## src/rtl/lkv_pkg.sv

```systemverilog
// ----------------------------------------------------------------------------
// lkv_pkg
// Types and constants shared by the LRU key/value cache modules.
// ----------------------------------------------------------------------------
package lkv_pkg;

  localparam int Depth     = 16;
  localparam int KeyBits   = 32;
  localparam int ValueBits = 32;
  localparam int SlotBits  = $clog2(Depth);
  localparam int CntBits   = $clog2(Depth + 1);
  localparam int QDepth    = 2;

  typedef enum logic [2:0] {
    KIND_FIND    = 3'd0,
    KIND_GET     = 3'd1,
    KIND_ADD     = 3'd2,
    KIND_DEL_KEY = 3'd3,
    KIND_DEL_VAL = 3'd4,
    KIND_CLEAR   = 3'd5
  } kind_e;

  typedef struct packed {
    logic [2:0]           kind;
    logic [KeyBits-1:0]   key;
    logic [ValueBits-1:0] value_in;
    logic                 move_to_front;
  } req_t;

  typedef struct packed {
    logic                 hit;
    logic [ValueBits-1:0] value_out;
    logic [4:0]           entry_count;
    logic [4:0]           evictions;
  } rsp_t;

  // Classified command handed from the front part to the back part.
  typedef struct packed {
    logic                 do_find;
    logic                 do_get;
    logic                 do_add;
    logic                 do_del;
    logic                 by_value;
    logic                 do_clear;
    logic                 mtf;
    logic [KeyBits-1:0]   key;
    logic [ValueBits-1:0] value;
  } cmd_t;

  typedef enum logic [1:0] {
    ST_IDLE,
    ST_MATCH,
    ST_EVICT,
    ST_DONE
  } state_e;

endpackage

```

## src/rtl/lkv_front.sv

```systemverilog
// ----------------------------------------------------------------------------
// lkv_front
// Accepts requests, decodes the kind and queues commands for the back end.
// ----------------------------------------------------------------------------
module lkv_front (
  input  logic          clk,
  input  logic          rst,
  input  logic          in_valid,
  output logic          in_stall,
  input  lkv_pkg::req_t in_data,
  output logic          cmd_valid,
  input  logic          cmd_take,
  output lkv_pkg::cmd_t cmd
);
  import lkv_pkg::*;

  cmd_t              q [QDepth];
  logic [$clog2(QDepth):0] fill;
  logic              wr_ptr, rd_ptr;
  cmd_t              dec;
  logic              push, pop;

  always_comb begin
    dec          = '0;
    dec.key      = in_data.key;
    dec.value    = in_data.value_in;
    dec.mtf      = in_data.move_to_front;
    unique case (in_data.kind)
      KIND_FIND:    dec.do_find = 1'b1;
      KIND_GET:     dec.do_get  = 1'b1;
      KIND_ADD:     dec.do_add  = 1'b1;
      KIND_DEL_KEY: dec.do_del  = 1'b1;
      KIND_DEL_VAL: begin
        dec.do_del   = 1'b1;
        dec.by_value = 1'b1;
      end
      KIND_CLEAR:   dec.do_clear = 1'b1;
      default:      ;
    endcase
  end

  assign in_stall  = (fill == ($clog2(QDepth)+1)'(QDepth));
  assign push      = in_valid && !in_stall;
  assign cmd_valid = (fill != '0);
  assign pop       = cmd_valid && cmd_take;
  assign cmd       = q[rd_ptr];

  always_ff @(posedge clk) begin
    if (push) q[wr_ptr] <= dec;
  end

  always_ff @(posedge clk) begin
    if (rst) begin
      fill   <= '0;
      wr_ptr <= 1'b0;
      rd_ptr <= 1'b0;
    end else begin
      if (push) wr_ptr <= !wr_ptr;
      if (pop)  rd_ptr <= !rd_ptr;
      fill <= fill + ($clog2(QDepth)+1)'(push) - ($clog2(QDepth)+1)'(pop);
    end
  end

endmodule

```

## src/rtl/lkv_back.sv

```systemverilog
// ----------------------------------------------------------------------------
// lkv_back
// Entry store with parallel match, rank update, eviction and result register.
// ----------------------------------------------------------------------------
module lkv_back (
  input  logic          clk,
  input  logic          rst,
  input  logic [4:0]    limit,
  input  logic          cmd_valid,
  output logic          cmd_take,
  input  lkv_pkg::cmd_t cmd,
  output logic          out_valid,
  input  logic          out_stall,
  output lkv_pkg::rsp_t out_data
);
  import lkv_pkg::*;

  logic [KeyBits-1:0]   ekey  [Depth];
  logic [ValueBits-1:0] evalue[Depth];
  logic [Depth-1:0]     valid;
  logic [SlotBits-1:0]  rank  [Depth];
  logic [CntBits-1:0]   count;

  state_e               state, state_next;
  cmd_t                 cur;
  logic [4:0]           ev;
  logic                 found;
  logic [SlotBits-1:0]  fslot;

  logic [Depth-1:0]     match;
  logic [Depth-1:0]     onehot_min;
  logic                 any_match;
  logic [SlotBits-1:0]  best_slot;
  logic [Depth-1:0]     tail_hit;
  logic [SlotBits-1:0]  tail_slot;
  logic [SlotBits-1:0]  free_slot;
  logic                 out_free;

  assign out_free = !out_valid || !out_stall;
  assign cmd_take = (state == ST_IDLE);

  // Parallel compare; pick the lowest rank among matches.
  always_comb begin
    for (int s = 0; s < Depth; s++) begin
      match[s] = valid[s] && (cur.by_value ? (evalue[s] == cur.value)
                                            : (ekey[s] == cur.key));
      tail_hit[s] = valid[s] && (rank[s] == SlotBits'(count - 1'b1));
    end
    for (int s = 0; s < Depth; s++) begin
      onehot_min[s] = match[s];
      for (int t = 0; t < Depth; t++)
        if (match[t] && rank[t] < rank[s]) onehot_min[s] = 1'b0;
    end
    any_match = |match;
    best_slot = '0;
    tail_slot = '0;
    free_slot = '0;
    for (int s = Depth - 1; s >= 0; s--) begin
      if (onehot_min[s]) best_slot = SlotBits'(s);
      if (tail_hit[s])   tail_slot = SlotBits'(s);
      if (!valid[s])     free_slot = SlotBits'(s);
    end
  end

  always_comb begin
    state_next = state;
    unique case (state)
      ST_IDLE:  if (cmd_valid) state_next = ST_MATCH;
      ST_MATCH: begin
        if (cur.do_add || ((cur.do_get) && !any_match)) state_next = ST_EVICT;
        else state_next = ST_DONE;
      end
      ST_EVICT: if (!(count >= limit && count != '0)) state_next = ST_DONE;
      ST_DONE:  if (out_free) state_next = ST_IDLE;
      default:  state_next = ST_IDLE;
    endcase
  end

  always_ff @(posedge clk) begin
    if (rst) state <= ST_IDLE;
    else     state <= state_next;
  end

  always_ff @(posedge clk) begin
    if (rst) begin
      valid     <= '0;
      count     <= '0;
      out_valid <= 1'b0;
      for (int s = 0; s < Depth; s++) rank[s] <= '0;
    end else begin
      if (out_valid && !out_stall && state != ST_DONE) out_valid <= 1'b0;
      unique case (state)
        ST_IDLE: if (cmd_valid) begin
          cur   <= cmd;
          ev    <= '0;
          found <= 1'b0;
          fslot <= '0;
        end
        ST_MATCH: begin
          found <= any_match;
          fslot <= best_slot;
          if (cur.do_clear) begin
            valid <= '0;
            count <= '0;
            for (int s = 0; s < Depth; s++) rank[s] <= '0;
          end else if (any_match && (cur.do_find || cur.do_get) && cur.mtf) begin
            for (int s = 0; s < Depth; s++)
              if (valid[s] && rank[s] < rank[best_slot]) rank[s] <= rank[s] + 1'b1;
            rank[best_slot] <= '0;
          end else if (any_match && cur.do_del) begin
            valid[best_slot] <= 1'b0;
            for (int s = 0; s < Depth; s++)
              if (valid[s] && rank[s] > rank[best_slot]) rank[s] <= rank[s] - 1'b1;
            count <= count - 1'b1;
          end
        end
        ST_EVICT: begin
          if (count >= limit && count != '0) begin
            // Drop the least recent entry; it holds the highest rank.
            valid[tail_slot] <= 1'b0;
            count <= count - 1'b1;
            ev    <= ev + 1'b1;
          end else begin
            for (int s = 0; s < Depth; s++)
              if (valid[s]) rank[s] <= rank[s] + 1'b1;
            valid[free_slot]  <= 1'b1;
            rank[free_slot]   <= '0;
            ekey[free_slot]   <= cur.key;
            evalue[free_slot] <= cur.value;
            count <= count + 1'b1;
          end
        end
        ST_DONE: if (out_free) begin
          out_valid             <= 1'b1;
          out_data.entry_count  <= 5'(count);
          out_data.evictions    <= ev;
          if (cur.do_add) begin
            out_data.hit       <= 1'b0;
            out_data.value_out <= cur.value;
          end else if (cur.do_get && !found) begin
            out_data.hit       <= 1'b1;
            out_data.value_out <= cur.value;
          end else if (found && (cur.do_find || cur.do_get || cur.do_del)) begin
            out_data.hit       <= 1'b1;
            out_data.value_out <= evalue[fslot];
          end else begin
            out_data.hit       <= 1'b0;
            out_data.value_out <= '0;
          end
        end
        default: ;
      endcase
    end
  end

endmodule

```

## src/rtl/lru_key_value_cache.sv

```systemverilog
// ----------------------------------------------------------------------------
// lru_key_value_cache
// Fully associative key/value store in recency order with LRU eviction.
// ----------------------------------------------------------------------------
// Requests enter on in_valid/in_stall and are decoded into a two-entry
// command queue, so the input keeps accepting while the engine works.
// The engine compares all 16 entries at once, updates ranks, evicts and
// writes the result into an output register shown on out_valid/out_stall.
// One request is in the engine at a time; the engine takes the next
// queued command only after its result register is written. Each request
// steps through take, match and result; an insert (add, or get on a miss)
// also passes an evict step between match and result, which repeats once
// per evicted entry.
// A stalled result holds in its register; the engine waits in its last
// step and the queue fills, then in_stall rises.
// Reset empties the store, the queue and the output; capacity returns
// to 16. A capacity write of zero is ignored; values above 16 act as 16.
// Write capacity only while no request is outstanding.
// ----------------------------------------------------------------------------
module lru_key_value_cache (
  input  logic          clk,
  input  logic          rst,
  input  logic          in_valid,
  output logic          in_stall,
  input  lkv_pkg::req_t in_data,
  output logic          out_valid,
  input  logic          out_stall,
  output lkv_pkg::rsp_t out_data,
  input  logic          cfg_we,
  input  logic [4:0]    cfg_data
);
  import lkv_pkg::*;

  logic [4:0] max_entries;
  logic [4:0] limit;
  logic       cmd_valid, cmd_take;
  cmd_t       cmd;

  always_ff @(posedge clk) begin
    if (rst) max_entries <= 5'd16;
    else if (cfg_we && cfg_data != '0) max_entries <= cfg_data;
  end

  assign limit = (max_entries > 5'(Depth)) ? 5'(Depth) : max_entries;

  lkv_front u_front (
    .clk, .rst, .in_valid, .in_stall, .in_data,
    .cmd_valid, .cmd_take, .cmd
  );

  lkv_back u_back (
    .clk, .rst, .limit, .cmd_valid, .cmd_take, .cmd,
    .out_valid, .out_stall, .out_data
  );

endmodule

```

## config.mk

```make
export PLATFORM = sky130hd
export DESIGN_NAME = lru_key_value_cache
export DESIGN_NICKNAME = d
export VERILOG_FILES = /design/src/rtl/lkv_pkg.sv /design/src/rtl/lkv_front.sv /design/src/rtl/lkv_back.sv /design/src/rtl/lru_key_value_cache.sv
export SDC_FILE = /design/constraint.sdc
export NUM_CORES = 2
export LEC_CHECK = 0
export BUFFER_PORTS_ARGS = -buffer_cell sky130_fd_sc_hd__clkbuf_2
export CORE_AREA = 2 2 403 405
export CTS_CLUSTER_DIAMETER = 100
export DETAILED_ROUTE_END_ITERATION = 12
export DIE_AREA = 0 0 405 407
export PLACE_DENSITY = 0.65
export SKIP_CTS_REPAIR_TIMING = 1
export SLEW_MARGIN = 10
export SYNTH_ARGS = -nofsm -noshare
export SYNTH_HDL_FRONTEND = slang
export SYNTH_HIERARCHICAL = 1
export SYNTH_SLANG_ARGS = --single-unit
export TNS_END_PERCENT = 50
```

## constraint.sdc

```tcl
create_clock -name clk -period 9.08 [get_ports clk]
set_clock_uncertainty 0.1 [all_clocks]
set_input_delay 2.724 -clock clk [delete_from_list [all_inputs] [get_ports clk]]
set_output_delay 2.724 -clock clk [all_outputs]
set_load 0.02 [all_outputs]
```

# ---- After elaboration in Yosys (flattened, before gate mapping)
# Memory sizes are Yosys's and may differ from the RTL's. A register that Yosys moved wholly into a read port is not among the register bits.
# Cells that the tools add are included.
# Widths: inputs -> output; s select.
dict set report totals {
  wordCells 1583
  output_inout_bits 45
  register_bits 86
  in_bits 78
  ramBits 1230
  mem_count 4
}
dict set report classes {
  n_eq_ne 64
  n_reduce_logical 363
  n_addsub 37
  n_mux 734
  n_lt_le_gt_ge 296
  n_bitwise 70
}
# name words width rd rd_clocked_by_memory_dff wr line
set memory_table {}
lappend memory_table {u_back.ekey 16 32 16 0 1 lkv_back.sv:18} ;# logic [KeyBits-1:0] ekey [Depth];
lappend memory_table {u_back.evalue 16 32 17 1 1 lkv_back.sv:19} ;# logic [ValueBits-1:0] evalue[Depth];
lappend memory_table {u_front.q 2 71 1 1 1 lkv_front.sv:17} ;# cmd_t q [QDepth];
lappend memory_table {u_back.rank 16 4 17 0 17 lkv_back.sv:21} ;# logic [SlotBits-1:0] rank [Depth];
# op count
set ops {}
lappend ops {{$lt 4x4->1} 272}
lappend ops {{$eq 32x32->1} 32}
lappend ops {{$mux 1} 592}
lappend ops {{$mux 4} 116}
lappend ops {{$logic_and 1x1->1} 335}
lappend ops {{$mux 33} 2}
lappend ops {{$add 4x1->4 const B} 16}
lappend ops {{$eq 4x4->1} 16}
lappend ops {{$gt 4x4->1} 16}
lappend ops {{$mux 16} 4}
lappend ops {{$or 1x1->1} 64}
lappend ops {{$sub 4x1->4 const B} 16}
lappend ops {{$mux 5} 7}
lappend ops {{$and 16x16->16} 2}
lappend ops {{$mux 32} 1}
lappend ops {{$not 16->16} 2}
lappend ops {{$pmux 16 s2} 1}
lappend ops {{$pmux 5 s2} 2}
lappend ops {{$or 16x16->16} 1}
lappend ops {{$reduce_or 16->1} 1}
lappend ops {{$lt 4x5->1 const B} 3}
lappend ops {{$reduce_and 3->1} 5}
lappend ops {{$demux 1 s4} 3}
lappend ops {{$ge 4x1->1 const B} 3}
lappend ops {{29 further kinds} 52}

# ---- Depth between registers and ports, before layout
# An unclocked memory read counts as a cell.
dict set report logic_depth {
  depth_word 49
  depth_mapped 35
  depth_no_buf 31
}

# ---- By module
# Netlist, hierarchy kept.
# module area_per_inst_um2 seq_area_each_um2 instances cells_per_inst
set by_module_without_submodules {}
lappend by_module_without_submodules {lkv_back 74173.6 36595.1 1 5960}
lappend by_module_without_submodules {lkv_front 5405.2 4364.2 1 255}
lappend by_module_without_submodules {lru_key_value_cache 257.7 100.1 1 29}

# ---- Worst setup path before layout
# Ideal clock, no wire load.
dict set report synth_timing {
  path_type {in2reg}
  start {input rst}
  end {memory u_back.ekey[12][0], enable pin}
  required_time_ns 8.416
  path_slack_ns 0.459
  setup_ns 0.564
  n_path_buf 4
  arrival_time_ns 7.957
  stages 5
  path_cell_list {clkbuf_1 -> buf_1 -> clkbuf_1 -> clkbuf_1 -> nor3_1}
}
dict set report synth_via {
  elab_chain_len 2
}
# element line
set synth_lines {}
lappend synth_lines {{from (decl)} lru_key_value_cache.sv:22} ;# input logic rst,
lappend synth_lines {{$mux 1} lkv_back.sv:85} ;# if (rst) begin
lappend synth_lines {{$mux 1 (not written as such)} lkv_back.sv:128} ;# ekey[free_slot] <= cur.key;
lappend synth_lines {{to (decl)} lkv_back.sv:18}
# No other way between the ends.

==> flow_summary.ini <==
[clock_tree]
cts_max_level = 4
clock_latency_ns = 0.82
cts_made_buffers = 151
tritoncts = yes
clk_path_buf_depth = 3
cts_sinks = 1392
root_buffer = clkbuf_16
clk_pin_slew_ns = 0.06

[synthesis]
ys_warn_count = 6
synthArstFlopShare_pct = 0
synthCells = 6244
netlist_area_um2 = 79800
synth_edf_count = 1318
ys_types = 102
synth_flop_cell = edfxtp_1
avgSynthCellArea_um2 = 12.8
ys_ff_latch = 1392
ys_seq_area_share_pct = 51.4
syn_nets = 6912

[setup_path]
critPathMaxFanout = 33
r2r_start = u_back/cur[20]
worstSetupEndpointType = flip-flop
worstSetupStartpointType = flip-flop
path_common_cell = buf_4
crit_required_ns = 9.66
r2r_setup_slack_ns = 0.25
crit_type = reg -> reg
critical_path.max_stage_delay_ns = 0.78
reg2reg_to = u_back/rank[8][3]
cp_slowest_cell = nor4_1
crit_start = u_back/cur[20]
crit_arrival_ns = 9.41
worstRegToRegCells = 33

[flow_run]
maxCapViolCount = 0

[route]
vias = 59800
first_iter_violations = 7916
post_drt_wl_per_cell_um = 35.5
viasPerCell = 6.54
drc = 0
ant_nets = 0
drt_pass1_iterations = 6
totalWireLength_um = 325000

[timing]
relSlewSlack_pct = 8.72
rsz0062_at_grt = false
fmax_mhz = 113
drv_slew = 0
finalCriticalPeriod_ns = 8.83
fin_setup_tns_ns = 0
hold_ws_ns = 0.386
finalSetupViolations = 0
worst_pin_slew_ns = 1.35
finalCritPeriodShare_pct = 97.2
hold_viol = 0

[power_and_ir_drop]
seqPwrFrac_pct = 37.4
irDropWorstVdd_v = 0.000215
power_density_nw_per_um2 = 234
pwr-share-clk_pct = 28.1
internal_power_mw = 13.7
power_switching_share_pct = 36.0
p_switching_mw = 7.71
power_mw = 21.4
leakage_nw = 33.5
power_frac_comb_pct = 34.5

[layout]
layout-drive-gt1-share_pct = 18.1
layout.cells.non_filler = 9142
fin_nets = 7516
fin_area_um2 = 91700
layout_common_cells = edfxtp_1, xor2_1, ha_1
fillers = 13000
final_common_cell = edfxtp_1
syn_to_final_growth_pct = 14.9

[grt]
antenna_found_initial = 26
grt_pass1_wl_um = 446000
grt_pass1_vias = 56700
gr-total-overflow = 0
grt_max_degree = 58
grtUsageTotal_pct = 39.1

[placed_design]
gp_congestion = 1.12
hpwl_um = 239000
dp_cells = 8838
placed_area_um2 = 86700
io_buffers = 122

[die]
rows = 147
die_area_um2 = 165000
fp.dieW_um = 405
die_y_um = 407
start_util_pct = 49.8
core_um2 = 160000
boundaryPins = 123

[hold_path]
holdPathEnd = u_back/out_data[4]
whs_path_depth = 0
min_from = u_back/ev[4]
hp-class = reg -> reg

[outcome]
status = finished clean
==> area by class of cell <==
type                            instances  area (µm²)  area share, %
Antenna cell                           11        27.5         0.0300
Inverter                              163         618          0.674
Timing Repair Buffer                  726        5730           6.25
Clock buffer                          193        3990           4.35
Multi-Input combinational cell       4414       36800           40.1
Clock inverter                         83         795          0.866
Sequential cell                      1392       41100           44.8
Tap cell                             2160        2700           2.95
==> cells in the mapped netlist, drive strengths merged (28+ instances only) <==
cell | count | area share (%)
mux2 | 78 | 1.1
o21a | 63 | 0.60
inv | 162 | 0.76
xor2 | 917 | 10
nor3 | 93 | 0.60
nand3 | 105 | 0.66
mux4 | 163 | 4.6
clkbuf | 99 | 0.47
nand4 | 143 | 1.1
edfxtp | 1318 | 50
ha | 590 | 9.2
nor2 | 197 | 0.93
a41oi | 50 | 0.55
nor4 | 257 | 2.1
dfxtp | 74 | 1.9
a21oi | 231 | 1.5
xnor2 | 192 | 2.1
nand2 | 237 | 1.1
o21ai | 293 | 1.9
nor2b | 133 | 1.0
a211oi | 40 | 0.38
nand2b | 123 | 0.97
buf | 176 | 1.6
or3 | 28 | 0.22
==> critical path, delay by kind of cell, from the launching register on <==
kind	cells	cell delay [ns]
AO/OA/AOI/OAI	14	2.95
XOR/XNOR	1	0.25
adder cells (fa/ha/maj)	1	0.31
buffers and inverters	7	1.21
flip-flops	1	0.42
AND/OR/NAND/NOR	10	3.35
==> metrics by stage <==
stage | setup slack [ns] | util, %
floorplan | 0.459 | -
global placement | 0.285 | 54.1
detailed placement | 0.297 | 54.1
CTS | 0.237 | 57.1
global route | 0.0317 | 57.2
finish | 0.254 | 57.2
==> state kept, by name, summed over array words and instances, names as in the netlist, named ones only <==
signal	count
max_entries	5
u_back/count	5
u_back/cur	71
u_back/ekey	512
u_back/ev	5
u_back/evalue	512
u_back/found	1
u_back/fslot	4
u_back/out_data	43
u_back/out_valid	1
u_back/rank	64
u_back/state	2
u_back/valid	16
u_front/fill	2
u_front/q	142
u_front/rd_ptr	1
u_front/wr_ptr	1
==> worst max-delay path by stage <==
stage | end | slack, ns | cells after the start
detailed placement | u_back/rank[8][3] | 0.30 | 32
global placement | u_back/rank[8][2] | 0.29 | 32
finish | u_back/rank[8][3] | 0.25 | 33
global route | u_back/rank[8][3] | 0.03 | 30
CTS | u_back/rank[8][3] | 0.24 | 32
floorplan | u_back/ekey[12][0] | 0.46 | 5
==> cells by family after synthesis <==
| logic type | share of synthesized area [%] |
|---|---|
| XOR/XNOR | 12.2 |
| AO/OA/AOI/OAI | 8.14 |
| multiplexers | 5.96 |
| buffers and inverters | 2.85 |
| adder cells (fa/ha/maj) | 9.25 |
| flip-flops | 51.4 |
| AND/OR/NAND/NOR | 10.1 |
==> layer usage <==
metal	global-route usage (%)	share of wire (%)	up-vias	routed length, µm
li1	-	-	25100	-
met1	49.8	38	29700	122000
met2	58.7	44	3946	142000
met3	9.28	10	1037	33900
met4	27.7	8.4	22	27100
met5	0	0.046	-	149
==> power groups by stage <==
| stage | Clock (mW) | Sequential [mW] | Combinational [mW] |
|---|---|---|---|
| after floorplan | 0 | 8.06 | 4.27 |
| after global placement | 0 | 8.15 | 7.02 |
| after detailed placement | 0 | 8.16 | 7.12 |
| after CTS | 6.08 | 8.03 | 7.15 |
| after global routing | 6.30 | 8.05 | 7.71 |
| final | 6.02 | 8.02 | 7.40 |
Note: power is estimated with default switching activity, not from simulation.
